--- src/sv/xmodem_receiver_control_assert.svh ---
// ----------------------------------------------------------------------------
// XMODEM receiver control assertion macros
// Concurrent assertion wrappers shared by the receiver control modules.
// ----------------------------------------------------------------------------
`ifndef XMODEM_RECEIVER_CONTROL_ASSERT_SVH
`define XMODEM_RECEIVER_CONTROL_ASSERT_SVH

`ifndef SYNTHESIS

// Checked on every rising edge of clk while arst_n is high.
`define XMRC_ASSERT(name, prop) \
	name: assert property (@(posedge clk) disable iff (!arst_n) prop) \
		else $error("xmrc assertion failed");

// Checked on every rising edge of clk, reset or not.
`define XMRC_ASSERT_ALWAYS(name, prop) \
	name: assert property (@(posedge clk) prop) \
		else $error("xmrc assertion failed");

`else

`define XMRC_ASSERT(name, prop)
`define XMRC_ASSERT_ALWAYS(name, prop)

`endif

`endif

--- src/sv/xmrc_pkg.sv ---
// ----------------------------------------------------------------------------
// XMODEM receiver control package
// Opcodes, protocol characters, phase codes and the result word type.
// ----------------------------------------------------------------------------
`default_nettype none

package xmrc_pkg;

	// Input opcodes.
	localparam logic [1:0] OP_START = 2'd0;
	localparam logic [1:0] OP_BYTE  = 2'd1;
	localparam logic [1:0] OP_TICK  = 2'd2;

	// Protocol characters.
	localparam logic [7:0] CH_SOH  = 8'h01;
	localparam logic [7:0] CH_STX  = 8'h02;
	localparam logic [7:0] CH_EOT  = 8'h04;
	localparam logic [7:0] CH_ACK  = 8'h06;
	localparam logic [7:0] CH_CAN  = 8'h18;
	localparam logic [7:0] CH_POLL = 8'h43;

	// Session phases.
	localparam logic [1:0] PH_IDLE   = 2'd0;
	localparam logic [1:0] PH_POLL   = 2'd1;
	localparam logic [1:0] PH_PACKET = 2'd2;

	// End status codes.
	localparam logic [1:0] ST_RUNNING   = 2'd0;
	localparam logic [1:0] ST_EOT       = 2'd1;
	localparam logic [1:0] ST_CANCELLED = 2'd2;
	localparam logic [1:0] ST_TIMEOUT   = 2'd3;

	// Configuration register indexes.
	localparam logic [1:0] REG_TIMEOUT = 2'd0;
	localparam logic [1:0] REG_RETRIES = 2'd1;
	localparam logic [1:0] REG_BASE    = 2'd2;

	// Register reset values.
	localparam logic [15:0] TIMEOUT_RST = 16'd1000;
	localparam logic [6:0]  RETRIES_RST = 7'd64;
	localparam logic [23:0] BASE_RST    = 24'h000400;

	// Packet layout: two number bytes, the data, then two CRC bytes.
	localparam logic [10:0] SMALL_DATA_END = 11'd130;
	localparam logic [10:0] LARGE_DATA_END = 11'd1026;
	localparam logic [10:0] SMALL_LAST     = 11'd131;
	localparam logic [10:0] LARGE_LAST     = 11'd1027;
	localparam logic [10:0] DATA_START     = 11'd2;

	typedef struct packed {
		logic        tx_valid;
		logic [7:0]  tx_byte;
		logic        wr_valid;
		logic [23:0] wr_address;
		logic [7:0]  wr_data;
		logic        done_res;
		logic [1:0]  end_status;
	} res_t;

endpackage

`default_nettype wire

--- src/sv/xmodem_receiver_control.sv ---
// ----------------------------------------------------------------------------
// XMODEM receiver control
// Receive side of an XMODEM-1K/CRC session: polls with 'C', strips packet
// framing, emits flash writes for data bytes and acknowledges packets.
// ----------------------------------------------------------------------------
// Each input word (start, received byte or millisecond tick) yields exactly
// one result word, held in a result register; a new word can be taken every
// cycle while in_stall is low. The result register is backed by a one-word
// skid stage, so in_stall rises only once two results are waiting on a
// stalled output. Configuration writes take effect on the next cycle and
// should be made only while the block is idle.
`default_nettype none

module xmodem_receiver_control (
	input  wire logic         clk,
	input  wire logic         arst_n,
	input  wire logic         in_valid,
	output logic              in_stall,
	input  wire logic [1:0]   opcode,
	input  wire logic [7:0]   rx_byte,
	input  wire logic         cfg_we,
	input  wire logic [1:0]   cfg_index,
	input  wire logic [23:0]  cfg_data,
	output logic              out_valid,
	input  wire logic         out_stall,
	output logic              tx_valid,
	output logic [7:0]        tx_byte,
	output logic              wr_valid,
	output logic [23:0]       wr_address,
	output logic [7:0]        wr_data,
	output logic              done_res,
	output logic [1:0]        end_status
);
	import xmrc_pkg::*;

	logic  fire;
	logic  full;
	res_t  res;
	res_t  out_data;

	assign in_stall = full;
	assign fire     = in_valid && !full;

	xmrc_core u_core (
		.clk       (clk),
		.arst_n    (arst_n),
		.fire      (fire),
		.opcode    (opcode),
		.rx_byte   (rx_byte),
		.cfg_we    (cfg_we),
		.cfg_index (cfg_index),
		.cfg_data  (cfg_data),
		.res       (res)
	);

	xmrc_obuf u_obuf (
		.clk       (clk),
		.arst_n    (arst_n),
		.push      (fire),
		.push_data (res),
		.full      (full),
		.out_valid (out_valid),
		.out_stall (out_stall),
		.out_data  (out_data)
	);

	assign tx_valid   = out_data.tx_valid;
	assign tx_byte    = out_data.tx_byte;
	assign wr_valid   = out_data.wr_valid;
	assign wr_address = out_data.wr_address;
	assign wr_data    = out_data.wr_data;
	assign done_res   = out_data.done_res;
	assign end_status = out_data.end_status;

endmodule

`default_nettype wire

--- src/sv/xmrc_core.sv ---
// ----------------------------------------------------------------------------
// XMODEM receiver control core
// Configuration registers, session state and the next-state logic that turns
// one accepted word into one result word.
// ----------------------------------------------------------------------------
`default_nettype none

`include "xmodem_receiver_control_assert.svh"

module xmrc_core (
	input  wire logic         clk,
	input  wire logic         arst_n,
	input  wire logic         fire,
	input  wire logic [1:0]   opcode,
	input  wire logic [7:0]   rx_byte,
	input  wire logic         cfg_we,
	input  wire logic [1:0]   cfg_index,
	input  wire logic [23:0]  cfg_data,
	output xmrc_pkg::res_t    res
);
	import xmrc_pkg::*;

	logic [15:0] timeout_q;
	logic [6:0]  retries_q;
	logic [23:0] base_q;

	logic [1:0]  phase_q, phase_d;
	logic [6:0]  attempt_q, attempt_d;
	logic [15:0] wait_q, wait_d;
	logic [10:0] pos_q, pos_d;
	logic        large_q, large_d;
	logic        send_poll_q, send_poll_d;
	logic [23:0] addr_q, addr_d;

	logic [16:0] wait_inc;
	logic        expired;
	logic [6:0]  attempt_inc;
	logic        retries_out;
	logic [10:0] data_end;
	logic [10:0] last_pos;
	logic [7:0]  pkt_data;
	logic        poll_fail;

	always_ff @(posedge clk or negedge arst_n) begin
		if (!arst_n) begin
			timeout_q <= TIMEOUT_RST;
			retries_q <= RETRIES_RST;
			base_q    <= BASE_RST;
		end else if (cfg_we) begin
			case (cfg_index)
				REG_TIMEOUT: timeout_q <= cfg_data[15:0];
				REG_RETRIES: retries_q <= cfg_data[6:0];
				REG_BASE:    base_q    <= cfg_data;
				default:     ;
			endcase
		end
	end

	always_comb begin
		wait_inc    = {1'b0, wait_q} + 17'd1;
		// A timeout of zero behaves as one: the compare is always true.
		expired     = (wait_inc >= {1'b0, timeout_q});
		attempt_inc = attempt_q + 7'd1;
		retries_out = (attempt_inc >= retries_q);
		data_end    = large_q ? LARGE_DATA_END : SMALL_DATA_END;
		last_pos    = large_q ? LARGE_LAST : SMALL_LAST;
		// A byte that timed out inside a packet is taken as zero.
		pkt_data    = (opcode == OP_BYTE) ? rx_byte : 8'h00;
		poll_fail   = 1'b0;

		res         = '0;
		phase_d     = phase_q;
		attempt_d   = attempt_q;
		wait_d      = wait_q;
		pos_d       = pos_q;
		large_d     = large_q;
		send_poll_d = send_poll_q;
		addr_d      = addr_q;

		if (fire) begin
			case (opcode)
				OP_START: begin
					phase_d      = PH_POLL;
					attempt_d    = '0;
					wait_d       = '0;
					pos_d        = '0;
					large_d      = 1'b0;
					send_poll_d  = 1'b1;
					addr_d       = base_q;
					res.tx_valid = 1'b1;
					res.tx_byte  = CH_POLL;
				end
				OP_BYTE, OP_TICK: begin
					case (phase_q)
						PH_POLL: begin
							if (opcode == OP_BYTE) begin
								if (rx_byte == CH_SOH || rx_byte == CH_STX) begin
									large_d     = (rx_byte == CH_STX);
									send_poll_d = 1'b0;
									pos_d       = '0;
									wait_d      = '0;
									phase_d     = PH_PACKET;
								end else if (rx_byte == CH_EOT) begin
									res.tx_valid   = 1'b1;
									res.tx_byte    = CH_ACK;
									res.done_res   = 1'b1;
									res.end_status = ST_EOT;
									phase_d        = PH_IDLE;
								end else if (rx_byte == CH_CAN) begin
									res.done_res   = 1'b1;
									res.end_status = ST_CANCELLED;
									phase_d        = PH_IDLE;
								end else begin
									poll_fail = 1'b1;
								end
							end else if (expired) begin
								poll_fail = 1'b1;
							end else begin
								wait_d = wait_inc[15:0];
							end
							if (poll_fail) begin
								attempt_d = attempt_inc;
								wait_d    = '0;
								if (retries_out) begin
									res.done_res   = 1'b1;
									res.end_status = ST_TIMEOUT;
									phase_d        = PH_IDLE;
								end else if (send_poll_q) begin
									res.tx_valid = 1'b1;
									res.tx_byte  = CH_POLL;
								end
							end
						end
						PH_PACKET: begin
							if (opcode == OP_BYTE || expired) begin
								wait_d = '0;
								if (pos_q >= DATA_START && pos_q < data_end) begin
									res.wr_valid   = 1'b1;
									res.wr_address = addr_q;
									res.wr_data    = pkt_data;
									addr_d         = addr_q + 24'd1;
								end
								if (pos_q >= last_pos) begin
									res.tx_valid = 1'b1;
									res.tx_byte  = CH_ACK;
									phase_d      = PH_POLL;
									attempt_d    = '0;
									pos_d        = '0;
								end else begin
									pos_d = pos_q + 11'd1;
								end
							end else begin
								wait_d = wait_inc[15:0];
							end
						end
						default: ;
					endcase
				end
				default: ;
			endcase
		end
	end

	always_ff @(posedge clk or negedge arst_n) begin
		if (!arst_n) begin
			phase_q     <= PH_IDLE;
			attempt_q   <= '0;
			wait_q      <= '0;
			pos_q       <= '0;
			large_q     <= 1'b0;
			send_poll_q <= 1'b1;
			addr_q      <= BASE_RST;
		end else begin
			phase_q     <= phase_d;
			attempt_q   <= attempt_d;
			wait_q      <= wait_d;
			pos_q       <= pos_d;
			large_q     <= large_d;
			send_poll_q <= send_poll_d;
			addr_q      <= addr_d;
		end
	end

	// A word that ends the session leaves the block idle.
	`XMRC_ASSERT(a_done_goes_idle, fire && res.done_res |=> phase_q == PH_IDLE)
	// Once a header has been seen, polling with 'C' stays off.
	`XMRC_ASSERT_ALWAYS(a_packet_silent, phase_q == PH_PACKET |-> !send_poll_q)
	// The packet position never runs past the last CRC byte.
	`XMRC_ASSERT(a_pos_bound, pos_q <= LARGE_LAST)

endmodule

`default_nettype wire

--- src/sv/xmrc_obuf.sv ---
// ----------------------------------------------------------------------------
// XMODEM receiver control output buffer
// Result register with a skid stage, so a word can be taken while the
// previous result still waits on a stalled output.
// ----------------------------------------------------------------------------
`default_nettype none

`include "xmodem_receiver_control_assert.svh"

module xmrc_obuf (
	input  wire logic         clk,
	input  wire logic         arst_n,
	input  wire logic         push,
	input  xmrc_pkg::res_t    push_data,
	output logic              full,
	output logic              out_valid,
	input  wire logic         out_stall,
	output xmrc_pkg::res_t    out_data
);
	import xmrc_pkg::*;

	logic  main_valid_q;
	logic  skid_valid_q;
	res_t  main_q;
	res_t  skid_q;
	logic  pop;
	logic  to_main;
	logic  to_skid;

	assign pop     = main_valid_q && !out_stall;
	assign to_main = skid_valid_q ? pop : (push && (!main_valid_q || pop));
	assign to_skid = push && !skid_valid_q && main_valid_q && !pop;

	always_ff @(posedge clk or negedge arst_n) begin
		if (!arst_n) begin
			main_valid_q <= 1'b0;
			skid_valid_q <= 1'b0;
		end else begin
			if (skid_valid_q) begin
				if (pop) begin
					skid_valid_q <= 1'b0;
				end
			end else if (to_skid) begin
				skid_valid_q <= 1'b1;
			end
			if (to_main) begin
				main_valid_q <= 1'b1;
			end else if (pop) begin
				main_valid_q <= 1'b0;
			end
		end
	end

	always_ff @(posedge clk) begin
		if (to_main) begin
			main_q <= skid_valid_q ? skid_q : push_data;
		end
		if (to_skid) begin
			skid_q <= push_data;
		end
	end

	assign full      = skid_valid_q;
	assign out_valid = main_valid_q;
	assign out_data  = main_q;

	// The skid stage only holds a word behind a waiting result.
	`XMRC_ASSERT_ALWAYS(a_skid_behind_main, skid_valid_q |-> main_valid_q)
	// A word pushed behind a stalled result lands in the skid stage.
	`XMRC_ASSERT(a_skid_fill, push && main_valid_q && out_stall |=> skid_valid_q)
	// Draining the skid stage refills the result register.
	`XMRC_ASSERT(a_skid_drain, skid_valid_q && !out_stall |=> main_valid_q && !skid_valid_q)

endmodule

`default_nettype wire

--- config.mk ---
export PLATFORM = sky130hd
export DESIGN_NAME = xmodem_receiver_control
export DESIGN_NICKNAME = d
export VERILOG_FILES = /design/src/sv/xmrc_pkg.sv /design/src/sv/xmodem_receiver_control.sv /design/src/sv/xmrc_core.sv /design/src/sv/xmrc_obuf.sv
export VERILOG_INCLUDE_DIRS = /design/src /design/src/sv
export SDC_FILE = /design/constraint.sdc
export NUM_CORES = 1
export LEC_CHECK = 0
export BUFFER_PORTS_ARGS = -buffer_cell sky130_fd_sc_hd__buf_2
export CAP_MARGIN = 15
export CORE_MARGIN = 8
export CORE_UTILIZATION = 25
export CTS_CLUSTER_DIAMETER = 100
export DETAILED_ROUTE_END_ITERATION = 10
export PLACE_DENSITY = 0.43
export SYNTH_ARGS = -nofsm -noshare
export SYNTH_HDL_FRONTEND = slang
export SYNTH_HIERARCHICAL = 1
export SYNTH_SLANG_ARGS = --single-unit
--- constraint.sdc ---
create_clock -name clk -period 10.14 [get_ports clk]
set_input_delay 0.507 -clock clk [delete_from_list [all_inputs] [get_ports clk]]
set_output_delay 0.507 -clock clk [all_outputs]
set_load 0.05 [all_outputs]
==> flow_metrics.py, run 1 <==
metrics = {
    "critical_path": {
        "start_kind": "flip-flop",
        "end_kind": "flip-flop",
        "critPathKind": "flip-flop to flip-flop",
        "critPathMaxFanout": 13,
        "cp.arrival_ns": 5.08,
        "cp.required_ns": 10.63,
    },
    "clocking": {
        "cts_root_buffer": "clkbuf_16",
        "cts_buffer_depth": 3,
        "htree_num_levels": 1,
        "cts-hold-fix-buffers": 0,
        "numCtsBuffers": 26,
        "post-cts-setup-buffers": 0,
        "cts_tree": "built",
        "numClockSinks": 201,
        "ctsResizeCount": 0,
        "clk_latency_ns": 0.55,
        "path_clk_slew_ns": 0.06,
    },
    "timing": {
        "finalSetupViolCount": 0,
        "tns_ns": 0,
        "worstMarginPinSlew_ns": 0.995,
        "hold_viol": 0,
        "slew_headroom_pct": 33.4,
        "min_period_ns": 4.59,
        "max_freq_ghz": 0.218,
        "rsz0062_at_grt": "no",
        "worst_clock_skew_ns": 0.0312,
        "finalWorstSetupSlack_ns": 5.55,
        "period_share_pct": 45.2,
        "slew_violations": 0,
    },
    "cells_and_area": {
        "syn_to_final_growth_pct": 19.6,
        "n_fill_cell": 4066,
        "regArea_mm2": 0.00549,
        "layout.nets": 1047,
        "drive_gt1_share_pct": 24.1,
        "multi_input_area_mm2": 0.00412,
        "antenna_cells": 0,
    },
    "floorplan": {
        "row_count": 73,
        "die-area_mm2": 0.0466,
        "die_x_um": 216,
        "die_y_um": 216,
        "coreArea_mm2": 0.0395,
        "initial_utilization_pct": 25.3,
        "boundaryPins": 88,
    },
    "synth": {
        "synth_top_area_share_pct": 27.1,
        "yosysSeqAreaShare_pct": 55.0,
        "synth_common_cells": "101 x dfrtp_1, 90 x edfxtp_1, 71 x o21ai_0",
        "synthTopCellsByArea": "edfxtp_1 27%, dfrtp_1 25%, mux2_2 7.9%",
        "synth.distinct_cells": 65,
        "avgSynthCellArea_um2": 11.3,
        "synth_warnings": 6,
        "synth_top_cell_by_area": "edfxtp_1",
        "syn-cell-area_mm2": 0.00999,
        "async_reset_ff_share_pct": 55.2,
        "synth_flop_cell": "dfrtp_1",
        "synth-edff-count": 90,
        "yosysMostFrequentCell": "dfrtp_1",
        "synthCells": 882,
        "yosys_register_bits": 201,
    },
    "power_and_ir_drop": {
        "intPower_mw": 1.97,
        "seqPwrFrac_pct": 39.0,
        "power_switching_mw": 1.07,
        "power_frac_comb_pct": 27.6,
        "clockPowerShare_pct": 33.4,
        "switching_share_pct": 35.3,
        "vdd_drop_max_uv": 121,
        "p_leak_nw": 4.98,
        "p_per_area_mw_per_mm2": 255,
    },
    "grt": {
        "grt.total_usage_pct": 11.0,
        "overflow": 0,
        "antenna_found_initial": 1,
        "grt_pass1_vias": 7198,
        "grt_pass1_wl_mm": 41.6,
        "grt_max_degree": 60,
    },
    "place": {
        "dp_hpwl_mm": 18.1,
        "dp_slack_ns": 5.62,
        "io_buffers": 87,
        "place.gp.congestion": 0.801,
    },
    "hold_path": {
        "hold_class": "primary input to async pin",
    },
    "detailed_routing": {
        "vias": 7088,
        "wl_mm": 25.9,
        "drt-pass1-iter-count": 4,
        "wl_per_cell_um": 17.1,
        "drtIter0Drc": 387,
        "viasPerCell": 4.68,
        "antenna_left": 0,
        "drc": 0,
    },
    "outcome": {
        "status": "completed",
    },
    "job": {
        "maxCapViolCount": 0,
    },
}
worst max-delay path, cell delays in order, from the launching register on:
cell	delay (ns)
dfrtp_1	0.43
ha_1	0.25
nand3_1	0.17
nor3_1	0.49
xor2_1	0.19
ha_1	0.26
nand4_1	0.15
inv_1	0.06
a2111oi_0	0.66
nor2_1	0.28
or3_1	0.52
nor2_1	0.81
a22o_1	0.27
cells by family after synthesis:
| family | after synthesis | synth area share [%] |
|---|---|---|
| other cells | 1 | 0.0375 |
| simple gates | 246 | 12.3 |
| xor+xnor | 18 | 1.58 |
| buf+inv | 95 | 4.10 |
| mux | 79 | 9.14 |
| fa+ha+maj | 36 | 4.51 |
| compound gates | 206 | 13.4 |
| flops | 201 | 55.0 |
cells in the final DEF (no fill, tap or decap), types with 12 or more instances in the layout:
| cell type | instances |
|---|---|
| and2_1 | 14 |
| clkbuf_16 | 26 |
| o31ai_1 | 12 |
| o22ai_1 | 20 |
| nor3_1 | 16 |
| nand3_1 | 33 |
| a22oi_1 | 14 |
| inv_1 | 55 |
| o21ai_0 | 71 |
| ha_1 | 36 |
| a22o_1 | 13 |
| a21oi_1 | 27 |
| nand2_1 | 65 |
| nor2_1 | 46 |
| and3_1 | 24 |
| mux2_2 | 70 |
| buf_2 | 86 |
| edfxtp_1 | 90 |
| dfrtp_1 | 100 |
cell type report:
type,count,share of cell area [%]
clock buffer,28,5.59
clock inverter,20,2.40
inverter,56,1.76
multi-input combinational,589,34.5
sequential,201,46.0
tap,525,5.50
timing repair buffer,96,4.23
layer usage:
layer,vias to the layer above,global-route usage [%],part of all wire [%]
met5,-,0,0
met4,0,3.09,1.8
met3,33,2.14,5.5
met2,157,16.4,43
met1,3479,15.8,50
li1,3419,-,-
path summary, 6_finish.rpt:
| path | from | endpoint | slack (ns) | cells past startpoint |
|---|---|---|---|---|
| max | u_core/wait_q[0]$_DFFE_PN0P_ | u_core/wait_q[6]$_DFFE_PN0P_ | 5.55 | 12 |
| min | arst_n | u_core/pos_q[10]$_DFFE_PN0P_ | 0.03 | 1 |
| max reg2reg | u_core/wait_q[0]$_DFFE_PN0P_ | u_core/wait_q[6]$_DFFE_PN0P_ | 5.55 | 12 |
| min reg2reg | u_core/base_q[17]$_DFFE_PN0P_ | u_core/base_q[17]$_DFFE_PN0P_ | 0.51 | 1 |
| max in group asynchronous | arst_n | u_obuf/full$_DFF_PN0_ | 8.80 | 2 |
| min in group clk | cfg_data[15] | u_core/timeout_q[15]$_DFFE_PN0P_ | 0.18 | 3 |
through the flow:
step / util [%] / area (um2) / instances / hold slack (ns) / total power, mW
final: 30.2 / 11900 / 1515 / 0.0299 / 3.04
after detailed placement: 27.8 / 11000 / 1467 / 0.499 / 2.05
after global placement: 27.8 / 11000 / 1467 / 0.490 / 2.05
after floorplan: - / 10000 / 885 / 0.211 / 1.82
after CTS: 30.2 / 11900 / 1515 / 0.0409 / 3.09
after global routing: 30.2 / 11900 / 1515 / 0.0878 / 3.20
power groups by stage:
stage	logic, mW	clock network (mW)	registers [mW]
after global placement	0.848	0	1.20
after CTS	0.855	1.05	1.19
after floorplan	0.381	0	1.44
final	0.839	1.02	1.19
after detailed placement	0.851	0	1.20
after global routing	0.912	1.08	1.21
registers in the layout, indices dropped and copies added (netlist names):
signal              flops
u_core/base_q          24
u_core/retries_q        7
u_core/large_q          1
u_obuf/full             1
u_core/timeout_q       16
u_core/send_poll_q      1
u_obuf/skid_q          45
u_obuf/out_data        45
u_core/addr_q          24
u_core/phase_q          2
u_core/attempt_q        7
u_core/wait_q          16
u_obuf/out_valid        1
u_core/pos_q           11
No activity file was read; power rests on OpenSTA's default activity.
==> inputs of run 2 (changes only) <==
clock period = 4.3 ns   (was 10.14 ns; I/O delays follow)
==> run 2 against run 1 <==
  * Combinational power increased by 140%
  * Global-route usage increased by 0.11 points
  * Clock power increased by 110%
  * Sequential share of layout area decreased by 1.2 points
  * Die area unchanged
  * Largest cell class unchanged
  * Via count increased by 0.92%
  * Maximum frequency increased by 15%
  * Cell count increased by 2.8%
  * Core utilization increased by 0.79 points
  * Routed wire length increased by 0.88%
  * Count of clock-buffer cells in the layout increased by 10
  * Register-to-register slack got worse by 5.2 ns
==> flow_metrics.py, run 2 (synthesis results as in run 1) <==
metrics = {
    "detailed_routing": {
        "drt-pass1-iter-count": 5,
        "vias": 7153,
        "drtIter0Drc": 387,
        "antenna_left": 0,
        "wl_mm": 26.1,
        "wl_per_cell_um": 16.8,
        "drc": 0,
        "viasPerCell": 4.59,
    },
    "critical_path": {
        "cp.required_ns": 4.58,
        "critPathMaxFanout": 6,
        "slowest_delay_ns": 0.42,
        "cp-endpoint": "u_obuf/out_data[37]$_DFFE_PP_",
        "r2r_start": "u_core/wait_q[0]$_DFFE_PN0P_",
        "r2r_setup_slack_ns": 0.33,
        "cpLargestDelayFamily": "simple AND/OR/NAND/NOR gates",
        "critPathKind": "flip-flop to flip-flop",
        "rr_worst_depth": 15,
        "cp.arrival_ns": 4.26,
        "cpMaxStageDelayCell": "dfrtp_1",
        "cp-startpoint": "u_core/wait_q[0]$_DFFE_PN0P_",
        "start_kind": "flip-flop",
        "cp_num_cells": 15,
        "end_kind": "flip-flop",
        "timing.rr.end": "u_obuf/out_data[37]$_DFFE_PP_",
        "crit_chain": "ha_1, nand3_1, nor2_1, nand3_1, nor2_1, xor2_1, ha_1, nand4_1, nor4_1, a211oi_2, a31oi_2, or2_2, a31oi_1, o22ai_1, mux2_4",
        "path_buf_inv": 0,
    },
    "clocking": {
        "numCtsBuffers": 26,
        "path_clk_slew_ns": 0.05,
        "cts_buffer_depth": 3,
        "htree_num_levels": 1,
        "cts_root_buffer": "clkbuf_16",
        "cts_tree": "built",
        "clk_latency_ns": 0.53,
        "numClockSinks": 201,
    },
    "timing": {
        "min_period_ns": 3.97,
        "worstMarginPinSlew_ns": 0.693,
        "tns_ns": 0,
        "period_share_pct": 92.4,
        "finalSetupViolCount": 0,
        "slew_violations": 0,
        "hold_viol": 0,
        "max_freq_ghz": 0.252,
        "worst_clock_skew_ns": 0.0269,
        "finalWorstSetupSlack_ns": 0.326,
        "slew_headroom_pct": 53.3,
    },
    "power_and_ir_drop": {
        "p_per_area_mw_per_mm2": 571,
        "p_leak_nw": 5.12,
        "vdd_drop_max_uv": 270,
    },
    "grt": {
        "grt.total_usage_pct": 11.1,
        "antenna_found_initial": 0,
        "grt_pass1_vias": 7398,
        "grt_max_degree": 52,
        "overflow": 0,
        "grt_pass1_wl_mm": 42.3,
    },
    "place": {
        "io_buffers": 87,
        "dp_hpwl_mm": 18.9,
        "dp_slack_ns": 0.178,
        "place.gp.congestion": 0.799,
    },
    "cells_and_area": {
        "final_common_cell": "dfrtp_1",
        "n_fill_cell": 4078,
        "fin_util_pct": 31.0,
        "final_cell_mix": "100 x dfrtp_1, 90 x edfxtp_1, 86 x buf_2, 71 x o21ai_0, 70 x mux2_2",
        "drive_gt1_share_pct": 24.5,
        "antenna_cells": 0,
        "multi_input_area_mm2": 0.00415,
        "regArea_mm2": 0.00549,
        "syn_to_final_growth_pct": 22.7,
        "layout.nets": 1089,
    },
    "job": {
        "maxCapViolCount": 0,
    },
    "floorplan": {
        "die_x_um": 216,
        "die-area_mm2": 0.0466,
        "row_count": 73,
        "boundaryPins": 88,
        "die_y_um": 216,
        "coreArea_mm2": 0.0395,
        "initial_utilization_pct": 25.3,
    },
    "hold_path": {
        "hold_class": "primary input to flip-flop",
    },
    "outcome": {
        "status": "completed",
    },
}
[run 2: cell count changes in the layout (fill, tap and decap cells not counted), sizes merged]
| cell | delta |
|---|---|
| dlygate4sd3 | +26 |
| buf | +16 |
| clkbuf | +10 |
| clkinv | -4 |
| bufinv | -3 |
| inv | -2 |
| clkinvlp | -1 |
[run 2: worst register-to-register path, stage by stage, from the launching register on]
cell and delay, ns:
dfrtp_1 0.42, ha_1 0.24, nand3_1 0.20, nor2_1 0.25
nand3_1 0.17, nor2_1 0.17, xor2_1 0.24, ha_1 0.30
nand4_1 0.14, nor4_1 0.09, a211oi_2 0.28, a31oi_2 0.17
or2_2 0.38, a31oi_1 0.20, o22ai_1 0.20, mux2_4 0.30
[run 2: how the worst min path moves through the flow]
stage                      from                      endpoint  slack (ns)  cells after the start
detailed placement       arst_n  u_core/pos_q[10]$_DFFE_PN0P_        0.24                      1
global route         rx_byte[6]    u_obuf/skid_q[9]$_DFFE_PP_        0.04                      2
floorplan                arst_n  u_core/addr_q[0]$_DFFE_PN0P_       -0.08                      0
CTS                  rx_byte[6]    u_core/large_q$_DFFE_PN0P_       0.007                      4
finish              cfg_data[0]  u_core/base_q[0]$_DFFE_PN0P_        0.03                      2
global placement         arst_n  u_core/pos_q[10]$_DFFE_PN0P_        0.24                      1
[run 2: cell type report]
type                    count  area share, %
flip-flops and latches    201           44.8
clock inverters            10           1.11
multi-input cells         589           33.8
well taps                 525           5.36
inverters                  56           1.71
clock buffers              38           5.92
repair buffers            138           7.23
[run 2: where the power goes]
part / switching (mW) / internal [mW]
clock: 0.826 / 1.35
sequential: 0.292 / 2.54
combinational: 1.36 / 0.626
total: 2.48 / 4.52
[run 2: what timing repair did]
action                                  CTS  global route
endpoints found under the setup margin    0            60
resized for setup                         0             6
buffers inserted                          0             1
hold endpoints to repair                 80             0
hold buffers                             26             0
[run 2: per-layer routing]
layer / share of wire (%) / track usage, %
met1: 50 / 15.8
met2: 44 / 17.1
met3: 4.3 / 2.15
met4: 1.7 / 2.34
met5: 0 / 0
[run 2: through the flow]
stage | total power [mW] | area (um2) | std cells | hold WS [ns]
after floorplan | 4.29 | 10000 | 885 | -0.0806
after global placement | 4.87 | 11100 | 1482 | 0.243
after detailed placement | 4.88 | 11100 | 1482 | 0.239
after CTS | 7.13 | 12200 | 1556 | 0.00734
after global routing | 7.39 | 12300 | 1557 | 0.0407
final | 7.00 | 12300 | 1557 | 0.0306
